`config.mk`:
```
export PLATFORM = sky130hd
export DESIGN_NAME = rmfb_ctrl
export DESIGN_NICKNAME = d
export VERILOG_FILES = /design/src/hw/rtl/rmfb_pkg.sv /design/src/hw/rtl/rmfb_ctrl.sv
export SDC_FILE = /design/constraint.sdc
export NUM_CORES = 1
export LEC_CHECK = 0
export BUFFER_PORTS_ARGS = -buffer_cell sky130_fd_sc_hd__buf_4
export CAP_MARGIN = 20
export CORE_AREA = 2 2 39 41
export DETAILED_ROUTE_END_ITERATION = 12
export DIE_AREA = 0 0 41 43
export MAX_ROUTING_LAYER = met4
export SKIP_LAST_GASP = 1
export SLEW_MARGIN = 15
export SYNTH_ARGS = -nofsm -noshare
export SYNTH_HDL_FRONTEND = slang
export SYNTH_SLANG_ARGS = --single-unit
```
`constraint.sdc`:
```
create_clock -name clk_i -period 2.2 [get_ports clk_i]
set_clock_uncertainty 0.15 [all_clocks]
set_input_delay 0 -clock clk_i [delete_from_list [all_inputs] [get_ports clk_i]]
set_output_delay 0 -clock clk_i [all_outputs]
set_load 0.01 [all_outputs]
```
`src/hw/rtl/rmfb_pkg.sv`:
```
`default_nettype none

package rmfb_pkg;

  localparam int unsigned POS_W  = 12;
  localparam int unsigned CRD_W  = 11;
  localparam int unsigned IDX_W  = 16;
  localparam int unsigned BYTE_W = 8;
  localparam int unsigned ROT_W  = 2;

  // stream packing
  localparam int unsigned IN_DATA_W  = 48;
  localparam int unsigned IN_USER_W  = 2;
  localparam int unsigned OUT_DATA_W = 8;
  localparam int unsigned OUT_USER_W = 1;

  localparam int unsigned APB_ADDR_W = 3;
  localparam int unsigned APB_DATA_W = 32;
  localparam logic        REG_ROTATION = 1'b0;  // selected by paddr[2]

  localparam logic [ROT_W-1:0] ROT_0   = 2'd0;
  localparam logic [ROT_W-1:0] ROT_90  = 2'd1;
  localparam logic [ROT_W-1:0] ROT_180 = 2'd2;
  localparam logic [ROT_W-1:0] ROT_270 = 2'd3;

  localparam logic [BYTE_W-1:0] FILL_WHITE = 8'hFF;
  localparam logic [BYTE_W-1:0] FILL_BLACK = 8'h00;
  localparam logic [BYTE_W-1:0] MSB_MASK   = 8'h80;

  typedef enum logic [1:0] {
    REQ_PIXEL = 2'd0,
    REQ_CLEAR = 2'd1,
    REQ_READ  = 2'd2,
    REQ_NONE  = 2'd3
  } req_e;

  typedef enum logic [1:0] {
    RES_DONE = 2'd0,
    RES_FAIL = 2'd1,
    RES_BYTE = 2'd2
  } res_e;

  typedef struct packed {
    logic load_item;
    logic map_step;
    logic addr_step;
    logic sweep_start;
    logic sweep_step;
    logic rd_pixel;
    logic rd_byte;
    logic wr_pixel;
    logic res_load;
    res_e res_kind;
  } cmd_t;

  typedef struct packed {
    req_e req;
    logic clipped;
    logic rd_ok;
    logic sweep_last;
  } stat_t;

endpackage

`default_nettype wire

```
`src/hw/rtl/rmfb_ctrl.sv`:
```
`default_nettype none

module rmfb_ctrl (
  input  wire logic           clk_i,
  input  wire logic           rst_ni,
  input  wire logic           in_valid_i,
  output logic                in_ready_o,
  output logic                out_valid_o,
  input  wire logic           out_ready_i,
  input  wire rmfb_pkg::stat_t stat_i,
  output rmfb_pkg::cmd_t      cmd_o
);

  typedef enum logic [3:0] {
    ST_SWEEP,
    ST_IDLE,
    ST_DECODE,
    ST_MAP,
    ST_ADDR,
    ST_RD_PIX,
    ST_MODIFY,
    ST_RD_BYTE,
    ST_CAPTURE,
    ST_RESULT
  } state_e;

  state_e state_q, state_d;
  logic   sweep_rst_q, sweep_rst_d;  // sweep after reset ends without a result

  always_comb begin
    state_d          = state_q;
    sweep_rst_d      = sweep_rst_q;
    cmd_o            = '0;
    cmd_o.res_kind   = rmfb_pkg::RES_DONE;
    case (state_q)
      ST_SWEEP: begin
        cmd_o.sweep_step = 1'b1;
        if (stat_i.sweep_last) begin
          if (sweep_rst_q) begin
            sweep_rst_d = 1'b0;
            state_d     = ST_IDLE;
          end else begin
            cmd_o.res_load = 1'b1;
            state_d        = ST_RESULT;
          end
        end
      end
      ST_IDLE: begin
        cmd_o.load_item = in_valid_i;
        if (in_valid_i) begin
          state_d = ST_DECODE;
        end
      end
      ST_DECODE: begin
        case (stat_i.req)
          rmfb_pkg::REQ_PIXEL: begin
            state_d = ST_MAP;
          end
          rmfb_pkg::REQ_CLEAR: begin
            cmd_o.sweep_start = 1'b1;
            state_d           = ST_SWEEP;
          end
          rmfb_pkg::REQ_READ: begin
            if (stat_i.rd_ok) begin
              state_d = ST_RD_BYTE;
            end else begin
              cmd_o.res_load = 1'b1;
              cmd_o.res_kind = rmfb_pkg::RES_FAIL;
              state_d        = ST_RESULT;
            end
          end
          default: begin
            cmd_o.res_load = 1'b1;
            state_d        = ST_RESULT;
          end
        endcase
      end
      ST_MAP: begin
        cmd_o.map_step = 1'b1;
        state_d        = ST_ADDR;
      end
      ST_ADDR: begin
        if (stat_i.clipped) begin
          cmd_o.res_load = 1'b1;
          cmd_o.res_kind = rmfb_pkg::RES_FAIL;
          state_d        = ST_RESULT;
        end else begin
          cmd_o.addr_step = 1'b1;
          state_d         = ST_RD_PIX;
        end
      end
      ST_RD_PIX: begin
        cmd_o.rd_pixel = 1'b1;
        state_d        = ST_MODIFY;
      end
      ST_MODIFY: begin
        cmd_o.wr_pixel = 1'b1;
        cmd_o.res_load = 1'b1;
        state_d        = ST_RESULT;
      end
      ST_RD_BYTE: begin
        cmd_o.rd_byte = 1'b1;
        state_d       = ST_CAPTURE;
      end
      ST_CAPTURE: begin
        cmd_o.res_load = 1'b1;
        cmd_o.res_kind = rmfb_pkg::RES_BYTE;
        state_d        = ST_RESULT;
      end
      ST_RESULT: begin
        if (out_ready_i) begin
          state_d = ST_IDLE;
        end
      end
      default: begin
        state_d = ST_IDLE;
      end
    endcase
  end

  always_ff @(posedge clk_i or negedge rst_ni) begin
    if (!rst_ni) begin
      state_q     <= ST_SWEEP;
      sweep_rst_q <= 1'b1;
    end else begin
      state_q     <= state_d;
      sweep_rst_q <= sweep_rst_d;
    end
  end

  assign in_ready_o  = (state_q == ST_IDLE);
  assign out_valid_o = (state_q == ST_RESULT);

endmodule

`default_nettype wire

```
==> summary.log, run 1 <==
INFO  global_routing gr-max-usage-layer=met1
INFO  flow_run       maxCapViolations=0
INFO  global_routing grt_util_met1=22.5%
INFO  power          power.density=1090nW/um^2
INFO  critical_path  crit_path_max_fanout=3
INFO  timing         clock.fmax=477MHz
INFO  finish         finish.cell_count_without_fillers=110
INFO  timing         tns=0ns
INFO  timing         period_share=95.2%
INFO  synth          yosys_most_used_dff=dfrtp_1
INFO  synth          ys_top_cells_by_count=nor2_1 (10), nor3_1 (5), dfrtp_1 (4), nand2_1 (4), nand2b_1 (4)
INFO  route          first_pass_iters=4
INFO  timing         final_hold_vio_count=0
INFO  timing         timing_worst_slew_pin_value=0.376ns
INFO  timing         final_max_slew_viol_count=0
INFO  critical_path  crit_chain=or4b_1 > or2_4 > o22ai_1 > dlygate4sd3_1
INFO  floorplan      io-pin-count=22
INFO  route          wl_per_cell=10.9um
INFO  route          detail_route.vias_per_cell=5.06
INFO  critical_path  critical-path-slowest-cell=dlygate4sd3_1
INFO  clocking       clock_latency=0.24ns
INFO  synth          yosysTopAreaCell=dfrtp_1
INFO  synth          yosysMostFrequentCell=nor2_1
INFO  place          placement.setup.worst_slack=0.481ns
INFO  global_routing globalRouteMet2Util=22.2%
INFO  power          power.combinational.fraction=70.7%
INFO  clocking       cts_resized=0
INFO  power          power.share.switching=41.2%
INFO  finish         area.growth.synth_to_final=66.2%
INFO  synth          synth_cell_types=29
INFO  synth          synth_compound_gate_area_share=23.3%
INFO  finish         fin_nets=104
INFO  critical_path  timing.critical_path.required=2.22ns
INFO  global_routing overflow=0
INFO  synth          synth.mux.area_fraction=0%
INFO  synth          share_of_synthesized_registers_carrying_an_async_set_or_reset=100%
INFO  timing         fin_crit=2.10ns
INFO  floorplan      die_w=41um
INFO  synth          avgSynthCellArea=7.40um^2
INFO  clocking       cts_made_buffers=3
INFO  route          remaining_drc_errors=0
INFO  timing         postLayoutSetupSlackWorst=0.105ns
INFO  clocking       tritoncts=yes
INFO  clocking       cts_sinks=5
INFO  global_routing grt_first_pass_wirelength=1.96mm
INFO  finish         postLayoutCoreUtil=54.2%
INFO  power          power_report.internal_total=480uW
INFO  synth          synth_xor_xnor_area_share=1.94%
INFO  critical_path  r2r_slack=0.10ns
INFO  floorplan      core_region_area=1380um^2
INFO  power          pwr-share-seq=17.0%
INFO  synth          post_synth_main_area_contributors=dfrtp_1 (22%), nor2_1 (8.3%), dfstp_2 (5.8%)
INFO  power          clockPowerShare=12.4%
INFO  global_routing gr-usage-all-layers=16.3%
INFO  synth          netlist_instances=61
INFO  floorplan      initial_utilization=32.6%
INFO  critical_path  path_class=flip-flop to flip-flop
INFO  synth          synth_warnings=0
INFO  clocking       root_buffer=clkbuf_4
INFO  critical_path  critPathCaptureType=flip-flop
INFO  floorplan      core.rowCount=14
INFO  synth          synth-simple-area-share=41.0%
INFO  synth          synth-edff-count=0
INFO  timing         rsz0062_at_grt=false
INFO  synth          post_synth_instance_area=452um^2
INFO  place          place_congestion=0.793
INFO  power          net_switching=337uW
INFO  finish         antennaDiodeCount=0
INFO  clocking       clkTransAtPathRegs=0.04ns
INFO  timing         maxSlewHeadroom=74.7%
INFO  global_routing grt_max_degree=19
INFO  critical_path  setup.worst_path.start_class=flip-flop
INFO  synth          largest_family_of_logic_cells_by_synthesized_area=simple AND/OR/NAND/NOR gates
INFO  clocking       cts_max_level=1
INFO  synth          area_share_of_fa_ha_maj_cells_after_synthesis=0%
INFO  critical_path  crit_path_max_incr_delay=0.58ns
INFO  route          drtIter0Drc=14
INFO  floorplan      dieHeight=43um
INFO  place          placement.cell_area=637um^2
INFO  route          routed_antenna_nets=0
INFO  critical_path  arrival=2.11ns
INFO  place          placedCellCount=97
INFO  power          static-leakage-power=0.347nW
INFO  floorplan      die-area=1760um^2
INFO  synth          postSynthNetCount=70
INFO  synth          synth_seq_cells=5
INFO  place          place.port_buffers=21
INFO  power          totalPowerFinal=817uW
INFO  global_routing antenna_found_initial=0
INFO  power          ir_worst_vdd=0.781mV
INFO  finish         non_filler_cell_area_final=751um^2
INFO  run_status     result_of_the_run=finished, final reports clean
INFO  route          detailroute.via_count=557
INFO  global_routing via_count_of_the_first_global_routing_pass=504
INFO  global_routing grtUsageMet3=3.14%
INFO  synth          synth-seq-area-share=28.0%
INFO  worst_hold_path hold_class=input port to flip-flop
INFO  finish         layout-drive-gt1-share=35.1%
INFO  timing         final.hold.worst_slack=0.0129ns
INFO  place          post_dp_hpwl=874um
INFO  synth          synth_largest_type_area_fraction=22.2%
INFO  finish         nFillCells=130
INFO  route          totalWireLength=1.20mm
INFO  timing         finalSetupViolCount=0
INFO  clocking       clock_tree.buffer_depth=2
path summary, 6_finish.rpt:
kind / start / endpoint / cells after the start
max in group asynchronous: rst_ni / state_q[3] / 3
worst min-delay path: out_ready_i / state_q[3] / 3
worst max register to register: state_q[0] / state_q[2] / 4
worst max-delay path: state_q[0] / state_q[2] / 4
worst min register to register: sweep_rst_q / sweep_rst_q / 1
min in group asynchronous: rst_ni / sweep_rst_q / 2
metal layers:
layer,share of wire [%],up-vias
met5,0,-
met4,0,0
met3,3.5,0
met2,51,14
met1,45,255
li1,-,288
logic make-up (layout without fill, tap and decap cells):
group / after synthesis / after routing
AO/OA/AOI/OAI: 15 / 15
XOR/XNOR: 1 / 1
AND/OR/NAND/NOR: 34 / 34
flip-flops: 5 / 5
buffers and inverters: 6 / 39
timing repair:
action	CTS	global route
hold buffers	8	0
endpoints found under the setup margin	0	1
setup buffers	0	1
endpoints found under the hold margin	8	0
cell usage in the layout (no fill, tap or decap), types with 3 or more instances in the layout:
master         count
buf_4             26
nor2_1            10
dlygate4sd3_1      8
nor3_1             5
nand2b_1           4
nand2_1            4
dfrtp_1            4
nor4_1             3
and2_1             3
clkbuf_4           3
final cells by class:
cell class,instances,area [um^2],share of cell area (%)
clock buffer,4,26.3,3.50
inverter,1,3.75,0.500
multi-input combinational,50,299,39.8
sequential,5,126,16.8
tap,16,20.0,2.67
timing repair buffer,34,275,36.7
registers in the layout, indices dropped and copies added (netlist names):
name,flops
state_q,4
sweep_rst_q,1
power by group through the flow:
stage,logic (mW),clock network (mW),registers (mW)
CTS,0.560,0.107,0.144
global placement,0.521,0,0.145
floorplan,0.333,0,0.144
global route,0.644,0.114,0.141
detailed placement,0.520,0,0.145
finish,0.578,0.101,0.139
worst max-delay path: cells and delay by family (launching register included):
family | cells | cell delay (ns)
flip-flops | 1 | 0.37
AO/OA/AOI/OAI | 1 | 0.12
AND/OR/NAND/NOR | 2 | 0.81
buffers and inverters | 1 | 0.58
No activity file was read; power rests on OpenSTA's default activity.
==> run 2: changes to the inputs <==
--- a/config.mk
+++ b/config.mk
@@ -5,13 +5,13 @@
 export SDC_FILE = /design/constraint.sdc
 export NUM_CORES = 1
 export LEC_CHECK = 0
-export BUFFER_PORTS_ARGS = -buffer_cell sky130_fd_sc_hd__buf_4
+export BUFFER_PORTS_ARGS = -buffer_cell sky130_fd_sc_hd__buf_2
 export CAP_MARGIN = 20
 export CORE_AREA = 2 2 39 41
 export DETAILED_ROUTE_END_ITERATION = 12
 export DIE_AREA = 0 0 41 43
 export MAX_ROUTING_LAYER = met4
-export SKIP_LAST_GASP = 1
+export REMOVE_ABC_BUFFERS = 1
 export SLEW_MARGIN = 15
 export SYNTH_ARGS = -nofsm -noshare
 export SYNTH_HDL_FRONTEND = slang
==> run 2 against run 1 <==
Compared with the run above:
- critical endpoint is now cmd_o[0]
- cell count fell by 2.7%
- die area is the same
- largest power group unchanged
- core utilization decreased by 5.4 points
- largest cell class unchanged
==> summary.log, run 2 (same netlist as run 1, synthesis figures left out) <==
INFO  clocking       cts_made_buffers=3
INFO  worst_hold_path hold_path_startpoint=in_valid_i
INFO  clocking       clkTransAtPathRegs=0.05ns
INFO  finish         final_common_cell=buf_2
INFO  power          totalPowerFinal=733uW
INFO  timing         period_share=94.5%
INFO  route          detailroute.via_count=531
INFO  timing         finalSetupViolCount=0
INFO  route          first_pass_iters=2
INFO  worst_hold_path timing.hold.worst_path_depth=4
INFO  worst_hold_path hold-path-endpoint=state_q[0]
INFO  critical_path  worstRegToRegCells=4
INFO  route          drtIter0Drc=9
INFO  global_routing via_count_of_the_first_global_routing_pass=448
INFO  timing         rsz0062_at_grt=false
INFO  clocking       clock_tree.buffer_depth=2
INFO  finish         non_filler_cell_area_final=676um^2
INFO  finish         layout-drive-gt1-share=35.2%
INFO  critical_path  crit_path_max_incr_delay=0.64ns
INFO  worst_hold_path hold_class=input port to flip-flop
INFO  power          static-leakage-power=0.324nW
INFO  global_routing grt_max_degree=16
INFO  global_routing antenna_found_initial=0
INFO  timing         timing_worst_slew_pin_value=0.375ns
INFO  clocking       cts_setup_buffers=0
INFO  critical_path  r2r_slack=0.39ns
INFO  place          placement.cell_area=577um^2
INFO  clocking       tritoncts=yes
INFO  power          ir_worst_vdd=0.521mV
INFO  timing         final_max_slew_viol_count=0
INFO  finish         leading_registers_by_flop_count=state_q (4), sweep_rst_q (1)
INFO  clocking       cts_max_level=1
INFO  route          wl_per_cell=11.1um
INFO  finish         antennaDiodeCount=0
INFO  global_routing grt_first_pass_wirelength=1.95mm
INFO  place          post_dp_hpwl=858um
INFO  clocking       cts_sinks=5
INFO  clocking       clock_latency=0.24ns
INFO  place          placement.setup.worst_slack=0.367ns
INFO  timing         postLayoutSetupSlackWorst=0.121ns
INFO  critical_path  critical_path.reg2reg.endpoint=state_q[1]
INFO  timing         maxSlewHeadroom=75.0%
INFO  finish         area.growth.synth_to_final=49.6%
INFO  flow_run       maxCapViolations=0
INFO  critical_path  critPathCaptureType=primary output
INFO  place          place_congestion=0.782
INFO  critical_path  setup.worst_path.start_class=flip-flop
INFO  critical_path  timing.critical_path.required=2.05ns
INFO  global_routing overflow=0
INFO  timing         final_hold_vio_count=0
INFO  timing         clock.fmax=481MHz
INFO  clocking       root_buffer=clkbuf_4
INFO  timing         fin_crit=2.08ns
INFO  place          placedCellCount=96
INFO  critical_path  timing.rr.start=state_q[3]
INFO  route          detail_route.vias_per_cell=4.96
INFO  critical_path  worst_setup_path_startpoint=state_q[3]
INFO  floorplan      core_region_area=1380um^2
INFO  finish         largest_register_ff_count=4
INFO  finish         fin_nets=101
INFO  finish         nFillCells=144
INFO  run_status     result_of_the_run=finished, final reports clean
INFO  critical_path  arrival=1.93ns
INFO  route          routed_antenna_nets=0
INFO  power          power.density=1080nW/um^2
INFO  floorplan      io-pin-count=22
INFO  floorplan      die_w=41um
INFO  critical_path  path_class=flip-flop to primary output
INFO  floorplan      core.rowCount=14
INFO  finish         finish.cell_count_without_fillers=107
INFO  route          remaining_drc_errors=0
INFO  critical_path  crit_chain=nand2b_2 > or4b_2 > o31ai_1 > buf_2
INFO  finish         regArea=126um^2
INFO  critical_path  crit_path_max_fanout=13
INFO  route          totalWireLength=1.19mm
INFO  critical_path  critical-path-slowest-cell=or4b_2
INFO  floorplan      die-area=1760um^2
INFO  finish         footprint_of_the_multi_input_gates=302um^2
INFO  timing         tns=0ns
INFO  place          place.port_buffers=21
INFO  floorplan      initial_utilization=32.6%
INFO  floorplan      dieHeight=43um
INFO  finish         regMostFlops=state_q
INFO  global_routing gr-usage-all-layers=16.8%
INFO  finish         most-common-layout-cells=buf_2 (21), nor2_1 (10), dlygate4sd3_1 (7)
[run 2: cell count changes in the layout (fill, tap and decap cells not counted)]
cell           delta
nand2b_2          +1
buf_4            -23
buf_2            +21
nand2b_1          -1
dlygate4sd3_1     -1
[run 2: per-stage QoR]
step                      util (%)  hold slack [ns]
after floorplan                  -           -0.446
after global placement        41.7           -0.334
after detailed placement      41.7           -0.334
after CTS                     48.6           0.0192
after global routing          48.8           0.0251
final                         48.8           0.0209
[run 2: final cells by class]
cell class	instances	area share [%]
Tap cell	16	2.96
Inverter	1	0.556
Timing Repair Buffer	31	29.3
Multi-Input combinational cell	50	44.6
Sequential cell	5	18.7
Clock buffer	4	3.89
[run 2: how the worst max path moves through the flow]
stage	slack, ns	depth (start not counted)	endpoint
2_1_floorplan	0.41	3	cmd_o[0]
3_5_place_dp	0.37	4	cmd_o[0]
3_3_place_gp	0.38	4	cmd_o[0]
5_1_grt	0.01	4	cmd_o[0]
4_1_cts	0.11	4	cmd_o[0]
6_report	0.12	4	cmd_o[0]
[run 2: layer usage]
metal  share of wire, %  global-route usage (%)  wire length, um
met1                 49                    22.7              577
met2                 45                    22.5              533
met3                6.6                    6.28               78
met4                  0                    6.00                0
met5                  0                       -                0
[run 2: where the power goes]
part           internal, mW  switching (mW)
registers             0.122          0.0508
logic                 0.211           0.244
clock network        0.0685          0.0371
total                 0.401           0.332
[run 2: critical path: cells and delay by family (launching register included)]
family / cells / cell delay [ns]
AND/OR/NAND/NOR: 2 / 0.93
buffers and inverters: 1 / 0.17
flip-flops: 1 / 0.51
AO/OA/AOI/OAI: 1 / 0.08
[run 2: timing repair]
item | 4_1_cts | 5_1_grt
setup endpoints to repair | 0 | 1
resized for setup | 0 | 1
hold endpoints to repair | 8 | 0
hold buffers | 7 | 0
==> run 3: changes to the inputs <==
--- a/config.mk
+++ b/config.mk
@@ -12,6 +12,7 @@
 export DIE_AREA = 0 0 41 43
 export MAX_ROUTING_LAYER = met4
 export REMOVE_ABC_BUFFERS = 1
+export SETUP_SLACK_MARGIN = 0.5
 export SLEW_MARGIN = 15
 export SYNTH_ARGS = -nofsm -noshare
 export SYNTH_HDL_FRONTEND = slang
==> constraint.sdc (replaced) <==
create_clock -name clk_i -period 1.7 [get_ports clk_i]
set_clock_uncertainty 0.15 [all_clocks]
set_input_delay 0 -clock clk_i [delete_from_list [all_inputs] [get_ports clk_i]]
set_output_delay 0 -clock clk_i [all_outputs]
set_load 0.01 [all_outputs]
==> run 3 against run 2 <==
Compared with the run above:
- the flow now finishes with violations (negative setup slack)
- power up 97%
- clock power grew 29%
- core utilization is 20 points higher
- sequential power increased by 9%
- die area stayed put
- cell count grew 16%
- sequential share of layout area down 5.4 points
- critical path type unchanged
- critical endpoint unchanged
==> summary.log, run 3 (same netlist as run 1, synthesis figures left out) <==
INFO  timing         finalSetupViolCount=5
INFO  critical_path  critPathCaptureType=primary output
INFO  global_routing overflow=0
INFO  place          place_congestion=0.812
INFO  global_routing via_count_of_the_first_global_routing_pass=570
INFO  place          post_dp_hpwl=1.01mm
INFO  floorplan      die_w=41um
INFO  floorplan      initial_utilization=32.6%
INFO  critical_path  critical-path-slowest-cell=or4b_4
INFO  timing         period_share=114%
INFO  global_routing grt_util_met1=27.9%
INFO  floorplan      dieHeight=43um
INFO  critical_path  path_class=flip-flop to primary output
INFO  power          power.share.switching=42.0%
INFO  timing         final_hold_vio_count=0
INFO  clocking       clock_tree.buffer_depth=2
INFO  timing         postLayoutSetupSlackWorst=-0.231ns
INFO  critical_path  setup.worst_path.start_class=flip-flop
INFO  power          totalPowerFinal=1.44mW
INFO  global_routing grt_max_degree=16
INFO  finish         layout-drive-gt1-share=59.3%
INFO  global_routing gr-usage-all-layers=21.8%
INFO  floorplan      core.rowCount=14
INFO  route          routed_antenna_nets=0
INFO  power          net_switching=607uW
INFO  run_status     violations=negative setup slack
INFO  power          power.combinational.fraction=77.5%
INFO  worst_hold_path hold_class=input port to flip-flop
INFO  clocking       tritoncts=yes
INFO  global_routing gr-max-usage-layer=met2
INFO  finish         regMostFlops=state_q
INFO  global_routing antenna_found_initial=0
INFO  power          power_report.internal_total=837uW
INFO  place          placement.setup.worst_slack=0.0273ns
INFO  clocking       clock_latency=0.24ns
INFO  route          detail_route.vias_per_cell=5.30
INFO  critical_path  arrival=1.78ns
INFO  power          ir_worst_vdd=1.26mV
INFO  flow_run       maxCapViolations=0
INFO  power          static-leakage-power=0.447nW
INFO  power          clockPowerShare=9.5%
INFO  clocking       clkTransAtPathRegs=0.04ns
INFO  route          drtIter0Drc=13
INFO  floorplan      die-area=1760um^2
INFO  finish         area.growth.synth_to_final=110%
INFO  finish         antennaDiodeCount=0
INFO  route          wl_per_cell=13.8um
INFO  timing         clock.fmax=518MHz
INFO  finish         leading_registers_by_flop_count=state_q (4), sweep_rst_q (1)
INFO  critical_path  crit_chain=or4b_4 > or2_4 > o31ai_2 > buf_2
INFO  finish         largest_register_ff_count=4
INFO  place          place.port_buffers=21
INFO  clocking       root_buffer=clkbuf_4
INFO  finish         most-common-layout-cells=buf_2 (19), buf_6 (12), buf_4 (11)
INFO  finish         fin_nets=118
INFO  global_routing grtUsageMet3=6.28%
INFO  clocking       cts_made_buffers=3
INFO  route          remaining_drc_errors=0
INFO  timing         final_max_slew_viol_count=0
INFO  critical_path  timing.critical_path.required=1.55ns
INFO  global_routing globalRouteMet2Util=32.8%
INFO  route          totalWireLength=1.71mm
INFO  route          detailroute.via_count=657
INFO  critical_path  crit_path_max_incr_delay=0.54ns
INFO  timing         timing_worst_slew_pin_value=0.294ns
INFO  floorplan      core_region_area=1380um^2
INFO  timing         fin_crit=1.93ns
INFO  clocking       cts_sinks=5
INFO  floorplan      io-pin-count=22
INFO  finish         final_common_cell=buf_2
INFO  critical_path  crit_path_max_fanout=4
INFO  route          first_pass_iters=4
INFO  power          pwr-share-seq=13.0%
INFO  timing         maxSlewHeadroom=80.4%
INFO  power          power.density=1520nW/um^2
INFO  timing         rsz0062_at_grt=true
INFO  clocking       cts_max_level=1
INFO  run_status     result_of_the_run=complete, but fails checks
INFO  global_routing grt_first_pass_wirelength=2.50mm
run 3: area by class of cell:
class                           instances  area (um^2)
Tap cell                               16         20.0
Multi-Input combinational cell         50          399
Sequential cell                         5          126
Fill cell                             110          435
Inverter                                1         3.75
Clock buffer                            4         26.3
Timing Repair Buffer                   48          373
run 3: path summary, 6_finish.rpt:
check / to / slack, ns / startpoint / depth (start not counted)
min: state_q[3] / 0.02 / out_ready_i / 3
max: cmd_o[0] / -0.23 / state_q[3] / 4
min reg2reg: sweep_rst_q / 0.37 / sweep_rst_q / 1
min in group asynchronous: sweep_rst_q / 0.07 / rst_ni / 2
max in group asynchronous: state_q[3] / 0.69 / rst_ni / 3
max reg2reg: state_q[1] / -0.15 / state_q[3] / 6
run 3: what timing repair did:
item | in CTS | in global routing
gates cloned | 0 | 0
resized for setup | 19 | 13
buffers inserted | 11 | 2
setup endpoints to repair | 17 | 18
hold buffers | 5 | 1
pin swaps | 10 | 6
endpoints found under the hold margin | 8 | 1
run 3: metal layers:
| metal | part of all wire, % | vias to the layer above |
|---|---|---|
| met5 | 0 | - |
| met4 | 0.70 | 0 |
| met3 | 4.9 | 2 |
| met2 | 52 | 18 |
| met1 | 42 | 320 |
| li1 | - | 317 |
run 3: metrics by stage:
step                util (%)  cells  setup TNS (ns)  hold slack, ns  area (um^2)
CTS                     62.4    121          -0.445         -0.0850          863
global placement        44.4    101               0          -0.327          614
detailed placement      44.4    101               0          -0.328          614
floorplan                  -     56          -0.126          -0.446          429
global route            68.5    124          -0.845          0.0188          948
finish                  68.5    124          -0.541          0.0158          948
run 3: power groups by stage:
stage	Sequential (mW)	Clock [mW]	Combinational, mW
6_report	0.188	0.137	1.12
4_1_cts	0.186	0.143	0.963
3_5_place_dp	0.188	0	0.667
3_3_place_gp	0.186	0	0.668
5_1_grt	0.193	0.149	1.20
2_1_floorplan	0.260	0	0.326
run 3: critical path: cells and delay by family (launching register included):
family | cells | cell delay (ns)
simple gates | 2 | 0.80
flops | 1 | 0.40
compound gates | 1 | 0.18
buf+inv | 1 | 0.16
